<file path="src/hdl/greedy_face_run_merger_macros.svh">
// Assertion macros shared by the greedy face run merger modules.
`ifndef GREEDY_FACE_RUN_MERGER_MACROS_SVH
`define GREEDY_FACE_RUN_MERGER_MACROS_SVH

// Condition that must hold at every clock edge outside reset.
`define GRFM_ASSERT(label, cond) \
   label: assert property (@(posedge clock) disable iff (reset) (cond)) \
      else $error("grfm assertion failed");

// Implication checked in the same cycle, outside reset.
`define GRFM_ASSERT_IMPLY(label, ante, cons) \
   label: assert property (@(posedge clock) disable iff (reset) (ante) |-> (cons)) \
      else $error("grfm assertion failed");

// Implication checked in the cycle after, also across reset.
`define GRFM_ASSERT_NEXT(label, ante, cons) \
   label: assert property (@(posedge clock) (ante) |=> (cons)) \
      else $error("grfm assertion failed");

`endif

</file>
<file path="src/hdl/grfm_pkg.sv">
// Types and constants of the greedy face run merger.
`default_nettype none

package grfm_pkg;

   // Longest run that may ever merge, whatever the register holds.
   localparam int MaxRun = 16;

   // Number of close jobs the face queue holds.
   localparam int QueueDepth = 4;

   // Corner levels of a face with no occlusion at all.
   localparam logic [7:0] AoOpen = 8'hFF;

   // Configuration register indexes.
   localparam logic CsrLightTolerance = 1'b0;
   localparam logic CsrMaxRunLength   = 1'b1;

   // Configuration reset values.
   localparam logic [3:0] LightToleranceReset = 4'd2;
   localparam logic [4:0] MaxRunLengthReset   = 5'd16;

   // One input word: a single cell of the column.
   typedef struct packed {
      logic        visible;
      logic [15:0] cell_block;
      logic [3:0]  light_r;
      logic [3:0]  light_g;
      logic [3:0]  light_b;
      logic [1:0]  rotation;
      logic [7:0]  ao_corners;
      logic        column_end;
   } req_type;

   // One result word: a single emitted face.
   typedef struct packed {
      logic [4:0]  face_start;
      logic [4:0]  face_length;
      logic        merged;
      logic [15:0] face_block;
      logic [3:0]  face_light_r;
      logic [3:0]  face_light_g;
      logic [3:0]  face_light_b;
      logic [1:0]  face_rotation;
      logic [7:0]  face_ao;
      logic        last_of_item;
   } rsp_type;

   // A closed run waiting to be turned into faces.
   typedef struct packed {
      logic [4:0]  start;
      logic [4:0]  length;
      logic        merged;
      logic [15:0] block;
      logic [3:0]  light_r;
      logic [3:0]  light_g;
      logic [3:0]  light_b;
      logic [1:0]  rotation;
      logic [7:0]  ao;
      logic        last;
   } job_type;

   // Up to two closed runs produced by one accepted cell.
   typedef struct packed {
      logic    a_valid;
      logic    b_valid;
      job_type a;
      job_type b;
   } push_type;

   // Configuration register contents.
   typedef struct packed {
      logic [3:0] light_tolerance;
      logic [4:0] max_run_length;
   } cfg_type;

endpackage

`default_nettype wire

</file>
<file path="src/hdl/greedy_face_run_merger.sv">
// Path: with the queue empty, an accepted cell's closed run enters the run queue, then
// its first face is registered on rsp; faces of runs queued ahead of it come out first.
// Throughput: one cell per cycle while req_ready is high, and one face per cycle while
// rsp_ready is high; a run that splits into single-cell faces holds the output for
// each cell, and req_ready drops once the four-entry run queue has under two free slots.
// Reset (synchronous): no open run, position 0, queue empty, registers at defaults.
`default_nettype none

module greedy_face_run_merger #(
   parameter int COLUMN_LENGTH = 32
) (
   input  wire logic              clock,
   input  wire logic              reset,
   input  wire logic              req_valid,
   output logic                   req_ready,
   input  wire grfm_pkg::req_type req_data,
   output logic                   rsp_valid,
   input  wire logic              rsp_ready,
   output grfm_pkg::rsp_type      rsp_data,
   input  wire logic              csr_valid,
   output logic                   csr_ready,
   input  wire logic              csr_index,
   input  wire logic [4:0]        csr_data
);

   grfm_pkg::cfg_type  cfg_ff, cfg_in;
   grfm_pkg::push_type push;
   logic               space_ok;
   logic               accept;

   // Configuration writes are always taken.
   assign csr_ready = 1'b1;

   always_comb begin
      cfg_in = cfg_ff;
      if (csr_valid) begin
         case (csr_index)
            grfm_pkg::CsrLightTolerance: cfg_in.light_tolerance = csr_data[3:0];
            grfm_pkg::CsrMaxRunLength:   cfg_in.max_run_length  = csr_data;
            default:                     cfg_in = cfg_ff;
         endcase
      end
   end

   always_ff @(posedge clock) begin
      if (reset) begin
         cfg_ff.light_tolerance <= grfm_pkg::LightToleranceReset;
         cfg_ff.max_run_length  <= grfm_pkg::MaxRunLengthReset;
      end else begin
         cfg_ff <= cfg_in;
      end
   end

   // Input word handshake.
   assign req_ready = space_ok;
   assign accept    = req_valid && req_ready;

   grfm_run_tracker #(
      .COLUMN_LENGTH(COLUMN_LENGTH)
   ) u_tracker (
      .clock    (clock),
      .reset    (reset),
      .cfg      (cfg_ff),
      .accept   (accept),
      .req_data (req_data),
      .push     (push)
   );

   grfm_face_queue u_queue (
      .clock     (clock),
      .reset     (reset),
      .push      (push),
      .space_ok  (space_ok),
      .rsp_valid (rsp_valid),
      .rsp_ready (rsp_ready),
      .rsp_data  (rsp_data)
   );

endmodule

`default_nettype wire

</file>
<file path="src/hdl/grfm_run_tracker.sv">
// Run state of the column and the close jobs produced by each cell.
`default_nettype none

module grfm_run_tracker #(
   parameter int COLUMN_LENGTH = 32
) (
   input  wire logic              clock,
   input  wire logic              reset,
   input  wire grfm_pkg::cfg_type cfg,
   input  wire logic              accept,
   input  wire grfm_pkg::req_type req_data,
   output grfm_pkg::push_type     push
);

   localparam int PosWidth  = $clog2(COLUMN_LENGTH);
   localparam int SpanWidth = (PosWidth + 1 > 6) ? PosWidth + 1 : 6;

   logic                run_active_ff, run_active_in;
   logic [PosWidth-1:0] run_begin_ff, run_begin_in;
   logic [PosWidth-1:0] cell_position_ff, cell_position_in;
   logic [15:0]         run_block_ff, run_block_in;
   logic [3:0]          run_light_r_ff, run_light_r_in;
   logic [3:0]          run_light_g_ff, run_light_g_in;
   logic [3:0]          run_light_b_ff, run_light_b_in;
   logic [1:0]          run_rotation_ff, run_rotation_in;
   logic [7:0]          run_ao_ff, run_ao_in;

   logic [5:0]           limit;
   logic [SpanWidth-1:0] pos_ext;
   logic [SpanWidth-1:0] begin_ext;
   logic [SpanWidth-1:0] begin_next_ext;
   logic [SpanWidth-1:0] span_a;
   logic [SpanWidth-1:0] span_b;
   logic                 light_ok;
   logic                 extend;
   logic                 start_new;
   logic                 close_a;
   logic                 close_b;

   function automatic logic within_tol(input logic [3:0] a, input logic [3:0] b,
                                       input logic [3:0] tol);
      logic [3:0] diff;
      diff = (a > b) ? (a - b) : (b - a);
      return diff <= tol;
   endfunction

   // Clamp the run limit into one to the fixed maximum.
   always_comb begin
      if (cfg.max_run_length == 5'd0) begin
         limit = 6'd1;
      end else if ({1'b0, cfg.max_run_length} > 6'(grfm_pkg::MaxRun)) begin
         limit = 6'(grfm_pkg::MaxRun);
      end else begin
         limit = {1'b0, cfg.max_run_length};
      end
   end

   // Decide whether the cell extends the open run.
   assign pos_ext   = SpanWidth'(cell_position_ff);
   assign begin_ext = SpanWidth'(run_begin_ff);
   assign span_a    = pos_ext - begin_ext;
   assign light_ok  = within_tol(req_data.light_r, run_light_r_ff, cfg.light_tolerance)
                   && within_tol(req_data.light_g, run_light_g_ff, cfg.light_tolerance)
                   && within_tol(req_data.light_b, run_light_b_ff, cfg.light_tolerance);
   assign extend    = run_active_ff
                   && (req_data.cell_block == run_block_ff)
                   && (req_data.rotation == run_rotation_ff)
                   && (req_data.ao_corners == run_ao_ff)
                   && (span_a < SpanWidth'(limit))
                   && light_ok;
   assign start_new = req_data.visible && !extend;

   // The open run closes at this cell when it is hidden or does not fit.
   assign close_a = run_active_ff && (!req_data.visible || !extend) && (pos_ext > begin_ext);
   // The column end flushes whatever run is open after this cell.
   assign close_b = req_data.visible && req_data.column_end;

   // Next run state.
   always_comb begin
      run_active_in   = run_active_ff;
      run_begin_in    = run_begin_ff;
      cell_position_in = cell_position_ff;
      run_block_in    = run_block_ff;
      run_light_r_in  = run_light_r_ff;
      run_light_g_in  = run_light_g_ff;
      run_light_b_in  = run_light_b_ff;
      run_rotation_in = run_rotation_ff;
      run_ao_in       = run_ao_ff;
      if (!req_data.visible) begin
         run_active_in = 1'b0;
      end else if (start_new) begin
         run_active_in   = 1'b1;
         run_begin_in    = cell_position_ff;
         run_block_in    = req_data.cell_block;
         run_light_r_in  = req_data.light_r;
         run_light_g_in  = req_data.light_g;
         run_light_b_in  = req_data.light_b;
         run_rotation_in = req_data.rotation;
         run_ao_in       = req_data.ao_corners;
      end
      if (req_data.column_end) begin
         run_active_in    = 1'b0;
         cell_position_in = '0;
      end else if (cell_position_ff != PosWidth'(COLUMN_LENGTH - 1)) begin
         cell_position_in = cell_position_ff + PosWidth'(1);
      end
   end

   assign begin_next_ext = SpanWidth'(run_begin_in);
   assign span_b         = pos_ext + SpanWidth'(1) - begin_next_ext;

   // Close jobs for the old run and for the flushed run.
   always_comb begin
      push.a_valid   = accept && close_a;
      push.a.start   = begin_ext[4:0];
      push.a.length  = span_a[4:0];
      push.a.merged  = (span_a > SpanWidth'(1)) && (run_ao_ff == grfm_pkg::AoOpen);
      push.a.block   = run_block_ff;
      push.a.light_r = run_light_r_ff;
      push.a.light_g = run_light_g_ff;
      push.a.light_b = run_light_b_ff;
      push.a.rotation = run_rotation_ff;
      push.a.ao      = run_ao_ff;
      push.a.last    = !close_b;

      push.b_valid   = accept && close_b;
      push.b.start   = begin_next_ext[4:0];
      push.b.length  = span_b[4:0];
      push.b.merged  = (span_b > SpanWidth'(1)) && (run_ao_in == grfm_pkg::AoOpen);
      push.b.block   = run_block_in;
      push.b.light_r = run_light_r_in;
      push.b.light_g = run_light_g_in;
      push.b.light_b = run_light_b_in;
      push.b.rotation = run_rotation_in;
      push.b.ao      = run_ao_in;
      push.b.last    = 1'b1;
   end

   // Control state takes reset; run attributes are only read while a run is open.
   always_ff @(posedge clock) begin
      if (reset) begin
         run_active_ff    <= 1'b0;
         cell_position_ff <= '0;
      end else if (accept) begin
         run_active_ff    <= run_active_in;
         cell_position_ff <= cell_position_in;
      end
   end

   always_ff @(posedge clock) begin
      if (accept) begin
         run_begin_ff    <= run_begin_in;
         run_block_ff    <= run_block_in;
         run_light_r_ff  <= run_light_r_in;
         run_light_g_ff  <= run_light_g_in;
         run_light_b_ff  <= run_light_b_in;
         run_rotation_ff <= run_rotation_in;
         run_ao_ff       <= run_ao_in;
      end
   end

endmodule

`default_nettype wire

</file>
<file path="src/hdl/grfm_face_queue.sv">
// Queue of closed runs and the expander that emits one face per cycle unless the output is stalled.
`default_nettype none

`include "greedy_face_run_merger_macros.svh"

module grfm_face_queue (
   input  wire logic               clock,
   input  wire logic               reset,
   input  wire grfm_pkg::push_type push,
   output logic                    space_ok,
   output logic                    rsp_valid,
   input  wire logic               rsp_ready,
   output grfm_pkg::rsp_type       rsp_data
);

   localparam int PtrWidth   = $clog2(grfm_pkg::QueueDepth);
   localparam int CountWidth = $clog2(grfm_pkg::QueueDepth + 1);

   grfm_pkg::job_type     job_ff [grfm_pkg::QueueDepth];
   logic [PtrWidth-1:0]   wr_ptr_ff, wr_ptr_in;
   logic [PtrWidth-1:0]   rd_ptr_ff, rd_ptr_in;
   logic [CountWidth-1:0] count_ff, count_in;
   logic [4:0]            offset_ff, offset_in;
   logic                  rsp_valid_ff, rsp_valid_in;
   grfm_pkg::rsp_type     rsp_ff, rsp_in;

   grfm_pkg::job_type     head;
   logic [PtrWidth-1:0]   wr_ptr_b;
   logic                  load;
   logic                  final_face;
   logic                  pop;
   logic [1:0]            push_count;

   // Two free slots are needed, since one cell may close two runs.
   assign space_ok = count_ff <= CountWidth'(grfm_pkg::QueueDepth - 2);

   assign head       = job_ff[rd_ptr_ff];
   assign load       = (!rsp_valid_ff || rsp_ready) && (count_ff != '0);
   assign final_face = head.merged || (offset_ff == head.length - 5'd1);
   assign pop        = load && final_face;
   assign push_count = {1'b0, push.a_valid} + {1'b0, push.b_valid};
   assign wr_ptr_b   = push.a_valid ? (wr_ptr_ff + PtrWidth'(1)) : wr_ptr_ff;

   // Pointer, count and output word updates.
   always_comb begin
      wr_ptr_in    = wr_ptr_ff + PtrWidth'(push_count);
      rd_ptr_in    = pop ? (rd_ptr_ff + PtrWidth'(1)) : rd_ptr_ff;
      count_in     = count_ff + CountWidth'(push_count) - CountWidth'(pop);
      offset_in    = offset_ff;
      rsp_valid_in = rsp_valid_ff;
      rsp_in       = rsp_ff;
      if (load) begin
         rsp_valid_in         = 1'b1;
         rsp_in.face_start    = head.start + offset_ff;
         rsp_in.face_length   = head.merged ? head.length : 5'd1;
         rsp_in.merged        = head.merged;
         rsp_in.face_block    = head.block;
         rsp_in.face_light_r  = head.light_r;
         rsp_in.face_light_g  = head.light_g;
         rsp_in.face_light_b  = head.light_b;
         rsp_in.face_rotation = head.rotation;
         rsp_in.face_ao       = head.ao;
         rsp_in.last_of_item  = head.last && final_face;
         offset_in            = final_face ? 5'd0 : (offset_ff + 5'd1);
      end else if (rsp_ready) begin
         rsp_valid_in = 1'b0;
      end
   end

   always_ff @(posedge clock) begin
      if (reset) begin
         wr_ptr_ff    <= '0;
         rd_ptr_ff    <= '0;
         count_ff     <= '0;
         offset_ff    <= '0;
         rsp_valid_ff <= 1'b0;
      end else begin
         wr_ptr_ff    <= wr_ptr_in;
         rd_ptr_ff    <= rd_ptr_in;
         count_ff     <= count_in;
         offset_ff    <= offset_in;
         rsp_valid_ff <= rsp_valid_in;
      end
   end

   // Job storage and the output word carry no reset.
   always_ff @(posedge clock) begin
      if (push.a_valid) begin
         job_ff[wr_ptr_ff] <= push.a;
      end
      if (push.b_valid) begin
         job_ff[wr_ptr_b] <= push.b;
      end
      rsp_ff <= rsp_in;
   end

   assign rsp_valid = rsp_valid_ff;
   assign rsp_data  = rsp_ff;

   // Checks on queue occupancy and on the emitted faces.
   `GRFM_ASSERT(a_count_bound, count_ff <= CountWidth'(grfm_pkg::QueueDepth))
   `GRFM_ASSERT_IMPLY(a_push_space, push.a_valid || push.b_valid, space_ok)
   `GRFM_ASSERT_IMPLY(a_single_len, rsp_valid_ff && !rsp_ff.merged, rsp_ff.face_length == 5'd1)
   `GRFM_ASSERT_IMPLY(a_merged_len, rsp_valid_ff && rsp_ff.merged, rsp_ff.face_length > 5'd1)
   `GRFM_ASSERT_NEXT(a_reset_idle, reset, !rsp_valid_ff && (count_ff == '0))

endmodule

`default_nettype wire
</file>
<file path="config.mk">
export PLATFORM = sky130hd
export DESIGN_NAME = greedy_face_run_merger
export DESIGN_NICKNAME = d
export VERILOG_FILES = /design/src/hdl/grfm_pkg.sv /design/src/hdl/greedy_face_run_merger.sv /design/src/hdl/grfm_run_tracker.sv /design/src/hdl/grfm_face_queue.sv
export VERILOG_INCLUDE_DIRS = /design/src /design/src/hdl
export SDC_FILE = /design/constraint.sdc
export NUM_CORES = 1
export LEC_CHECK = 0
export BUFFER_PORTS_ARGS = -buffer_cell sky130_fd_sc_hd__buf_2
export CAP_MARGIN = 30
export CORE_MARGIN = 8
export CORE_UTILIZATION = 39
export CTS_BUF_LIST = sky130_fd_sc_hd__clkbuf_16
export DETAILED_ROUTE_END_ITERATION = 6
export SYNTH_ARGS = -nofsm -noshare
export SYNTH_HDL_FRONTEND = slang
export SYNTH_SLANG_ARGS = --single-unit
</file>
<file path="constraint.sdc">
create_clock -name clock -period 5.7 [get_ports clock]
set_input_delay 0.57 -clock clock [delete_from_list [all_inputs] [get_ports clock]]
set_output_delay 0.57 -clock clock [all_outputs]
set_load 0.03 [all_outputs]
</file>
==> flow_metrics.py <==
metrics = {
    "placement": {
        "place_area_um2": 18300,
        "dp_hpwl_um": 29700,
        "gp_congestion": 0.826,
        "port_buffers": 102,
        "dp_cells": 2052,
    },
    "setup_path": {
        "path_class": "reg -> reg",
        "worst-endpoint-arrival_ps": 5730,
        "rr_worst_depth": 26,
        "crit_required_ps": 5970,
        "rr_startpoint": "u_tracker.run_light_b_ff[1]",
        "worstSetupStartpoint": "u_tracker.run_light_b_ff[1]",
        "cp-end-kind": "flop",
        "r2r_slack_ps": 240,
        "r2r-end": "u_queue.job_ff[1][39]",
        "critPathMaxFanout": 8,
        "crit_path_start_kind": "flop",
    },
    "timing": {
        "fmax_ghz": 0.183,
        "hold_viol": 0,
        "setup-violations-final": 0,
        "setup_tns_ps": 0,
        "worst_slew_pin_slew_ps": 953,
        "hold_slack_ps": 275,
        "fin_skew_ps": 23.4,
        "slew_violations": 0,
        "slew_headroom_pct": 36.5,
        "min_period_over_period_pct": 95.7,
        "period_minus_slack_ps": 5460,
    },
    "yosys": {
        "synth_edf_count": 289,
        "yosysWarnings": 0,
        "synth_area_um2": 17200,
        "synth-compound-area-share_pct": 9.54,
        "synthArstFlopShare_pct": 0,
        "synth.distinct_cells": 57,
        "synth_top_family_by_area": "simple AND/OR/NAND/NOR gates",
        "muxShareOfSynthArea_pct": 9.27,
        "synth_fa_ha_area_share_pct": 6.12,
        "yosys.area_share.xor_xnor_pct": 2.80,
        "ys_seq_area_share_pct": 54.5,
        "ys_seq_elements": 323,
        "synthCells": 1420,
        "synth_top_area_share_pct": 50.5,
        "synth_nets": 1549,
        "synth_top_area_cell": "edfxtp_1",
        "syn_avg_cell_area_um2": 12.1,
        "ys.flop_type": "edfxtp_1",
        "netlist_top_cells_area": "edfxtp_1 (51%), nand4_1 (7.4%), mux4_2 (6.4%)",
        "synth-simple-area-share_pct": 11.4,
    },
    "cts": {
        "cts.path.max_buffers": 3,
        "clock-sinks": 323,
        "cts_buffers": 36,
        "tritoncts": "built",
        "ctsHtreeMaxLevel": 2,
        "cts_root_buf": "clkbuf_16",
        "clkTransAtPathRegs_ps": 60,
        "clk_latency_ps": 540,
    },
    "drt": {
        "first_iter_violations": 1211,
        "drtPass1Iterations": 7,
        "num_vias": 12500,
        "ant_nets": 0,
        "routed_wl_um": 49600,
        "drc": 2,
        "wl_per_cell_um": 23.4,
        "detail_route.vias_per_cell": 5.88,
    },
    "die": {
        "core_um2": 43800,
        "die_w_um": 226,
        "fp-row-count": 77,
        "pin_count": 104,
        "dieHeight_um": 226,
        "initial_core_util_pct": 39.2,
        "dieArea_um2": 51000,
    },
    "grt": {
        "grtUsageTotal_pct": 19.0,
        "gr-total-overflow": 0,
        "antenna_found_initial": 0,
        "grt_pass1_vias": 12600,
        "grt_max_degree": 126,
        "grt_pass1_wl_um": 74600,
    },
    "layout": {
        "mostFrequentLayoutCell": "edfxtp_1",
        "instances_no_fill": 2121,
        "final_nets": 1630,
        "finalInstanceArea_um2": 19500,
        "area_delta_synth_final_pct": 13.3,
        "layout.cells.most_common_list": "edfxtp_1 (289), nand4_1 (202), o21ai_1 (195)",
        "drive_gt1_share_pct": 20.0,
        "n_antenna_cell": 0,
        "fillCellCount": 4021,
    },
    "power": {
        "ir_drop_mv": 0.202,
        "power_density_nw_per_um2": 397,
        "p_total_mw": 7.73,
        "p_leak_nw": 6.95,
    },
    "flow_run": {
        "maxCapViolations": 0,
    },
    "worst_hold_path": {
        "hold_depth": 2,
        "holdCritPathClass": "in -> reg",
        "whs_endpoint": "cfg_ff[6]",
        "hold_path_startpoint": "csr_data[1]",
    },
    "outcome": {
        "violations": "DRC",
        "status": "complete, but fails checks",
    },
}
[layout make-up]
type                            count  area [um^2]  share of cell area (%)
Tap cell                          592          741                    3.80
Inverter                          106          398                    2.04
Clock inverter                     29          198                    1.02
Clock buffer                       37          926                    4.76
Timing Repair Buffer              163         1030                    5.31
Multi-Input combinational cell    871         6810                    35.0
Sequential cell                   323         9360                    48.1
[layer usage]
layer / track usage [%] / wire length, um
met2: 32.8 / 24700
met5: 0 / 0
met1: 23.2 / 19600
met4: 8.81 / 1830
met3: 2.88 / 3460
[cells by family (layout without fill, tap and decap cells)]
family,count (synthesis),in the layout
compound gates,297,297
xor+xnor,55,55
fa+ha+maj,78,78
buf+inv,226,335
flops,323,323
mux,95,95
other cells,1,1
simple gates,345,345
[cells in the mapped netlist (all sizes together) (2+ instances only)]
| library cell | number |
|---|---|
| buf | 71 |
| inv | 106 |
| nor2b | 10 |
| a211o | 2 |
| xor2 | 35 |
| mux4 | 49 |
| nand4 | 202 |
| o21ai | 208 |
| xnor2 | 20 |
| mux2i | 38 |
| dfxtp | 34 |
| a21oi | 49 |
| nor2 | 45 |
| mux2 | 8 |
| a31oi | 3 |
| nand3 | 22 |
| nand2b | 4 |
| a21o | 14 |
| a41oi | 3 |
| a21bo | 4 |
| nor4 | 7 |
| nor3 | 9 |
| fa | 10 |
| clkbuf | 49 |
| a22oi | 2 |
| ha | 68 |
| and3 | 3 |
| o21a | 2 |
| and2 | 5 |
| nand4b | 4 |
| edfxtp | 289 |
| nand2 | 28 |
[worst max-delay path, stage by stage (launching register included)]
cell and delay [ps]:
edfxtp_1 500, inv_1 140, fa_1 430, a21o_1 170
a21oi_1 130, a41oi_1 100, mux2i_1 260, xnor2_1 180
ha_1 280, o21ai_0 190, o21bai_1 140, a2111oi_2 380
buf_4 190, a31oi_4 100, buf_6 190, nor2_1 110
a21oi_2 50, inv_1 80, ha_1 120, inv_1 40
ha_1 210, fa_1 390, a21o_1 180, a21oi_2 140
xnor2_1 120, a41o_1 260, o21ai_1 110
[how the worst max path moves through the flow]
stage,to,slack (ps),cells past startpoint
final,u_queue.job_ff[1][39],240,26
after global routing,u_queue.job_ff[1][39],-20,29
after CTS,u_queue.job_ff[1][39],110,28
after detailed placement,u_queue.job_ff[1][39],-140,30
after global placement,u_queue.job_ff[1][39],-20,30
after floorplan,u_queue.job_ff[1][39],140,26
[per-stage QoR]
| stage | util (%) | setup WS [ps] |
|---|---|---|
| 2_1_floorplan | - | 140 |
| 3_3_place_gp | 41.7 | -18.5 |
| 3_5_place_dp | 41.7 | -137 |
| 4_1_cts | 44.3 | 108 |
| 5_1_grt | 44.4 | -19.5 |
| 6_report | 44.4 | 243 |
[flip-flops by register name, indices dropped and copies added, names as in the netlist, named ones only]
name / count
cfg_ff: 9
u_tracker.run_rotation_ff: 2
u_tracker.run_block_ff: 16
u_queue.rsp_valid: 1
u_queue.rsp_data: 50
u_tracker.run_begin_ff: 5
u_tracker.run_active_ff: 1
u_tracker.cell_position_ff: 5
u_tracker.run_ao_ff: 8
u_queue.wr_ptr_ff: 2
u_tracker.run_light_r_ff: 4
u_queue.offset_ff: 5
u_tracker.run_light_g_ff: 4
u_queue.job_ff: 200
u_queue.rd_ptr_ff: 2
u_queue.count_ff: 3
u_tracker.run_light_b_ff: 4
[power by group]
part	total (mW)	leakage [nW]	switching, mW	internal (mW)
clock	2.25	0.577	0.969	1.28
sequential	3.22	2.95	0.215	3.00
combinational	2.26	3.42	1.46	0.797
[timing repair]
item | in CTS | in global routing
gates resized for setup | 0 | 8
buffers inserted | 0 | 3
hold buffers | 0 | 0
endpoints found under the setup margin | 0 | 4
Note: power is estimated with default switching activity, not from simulation.
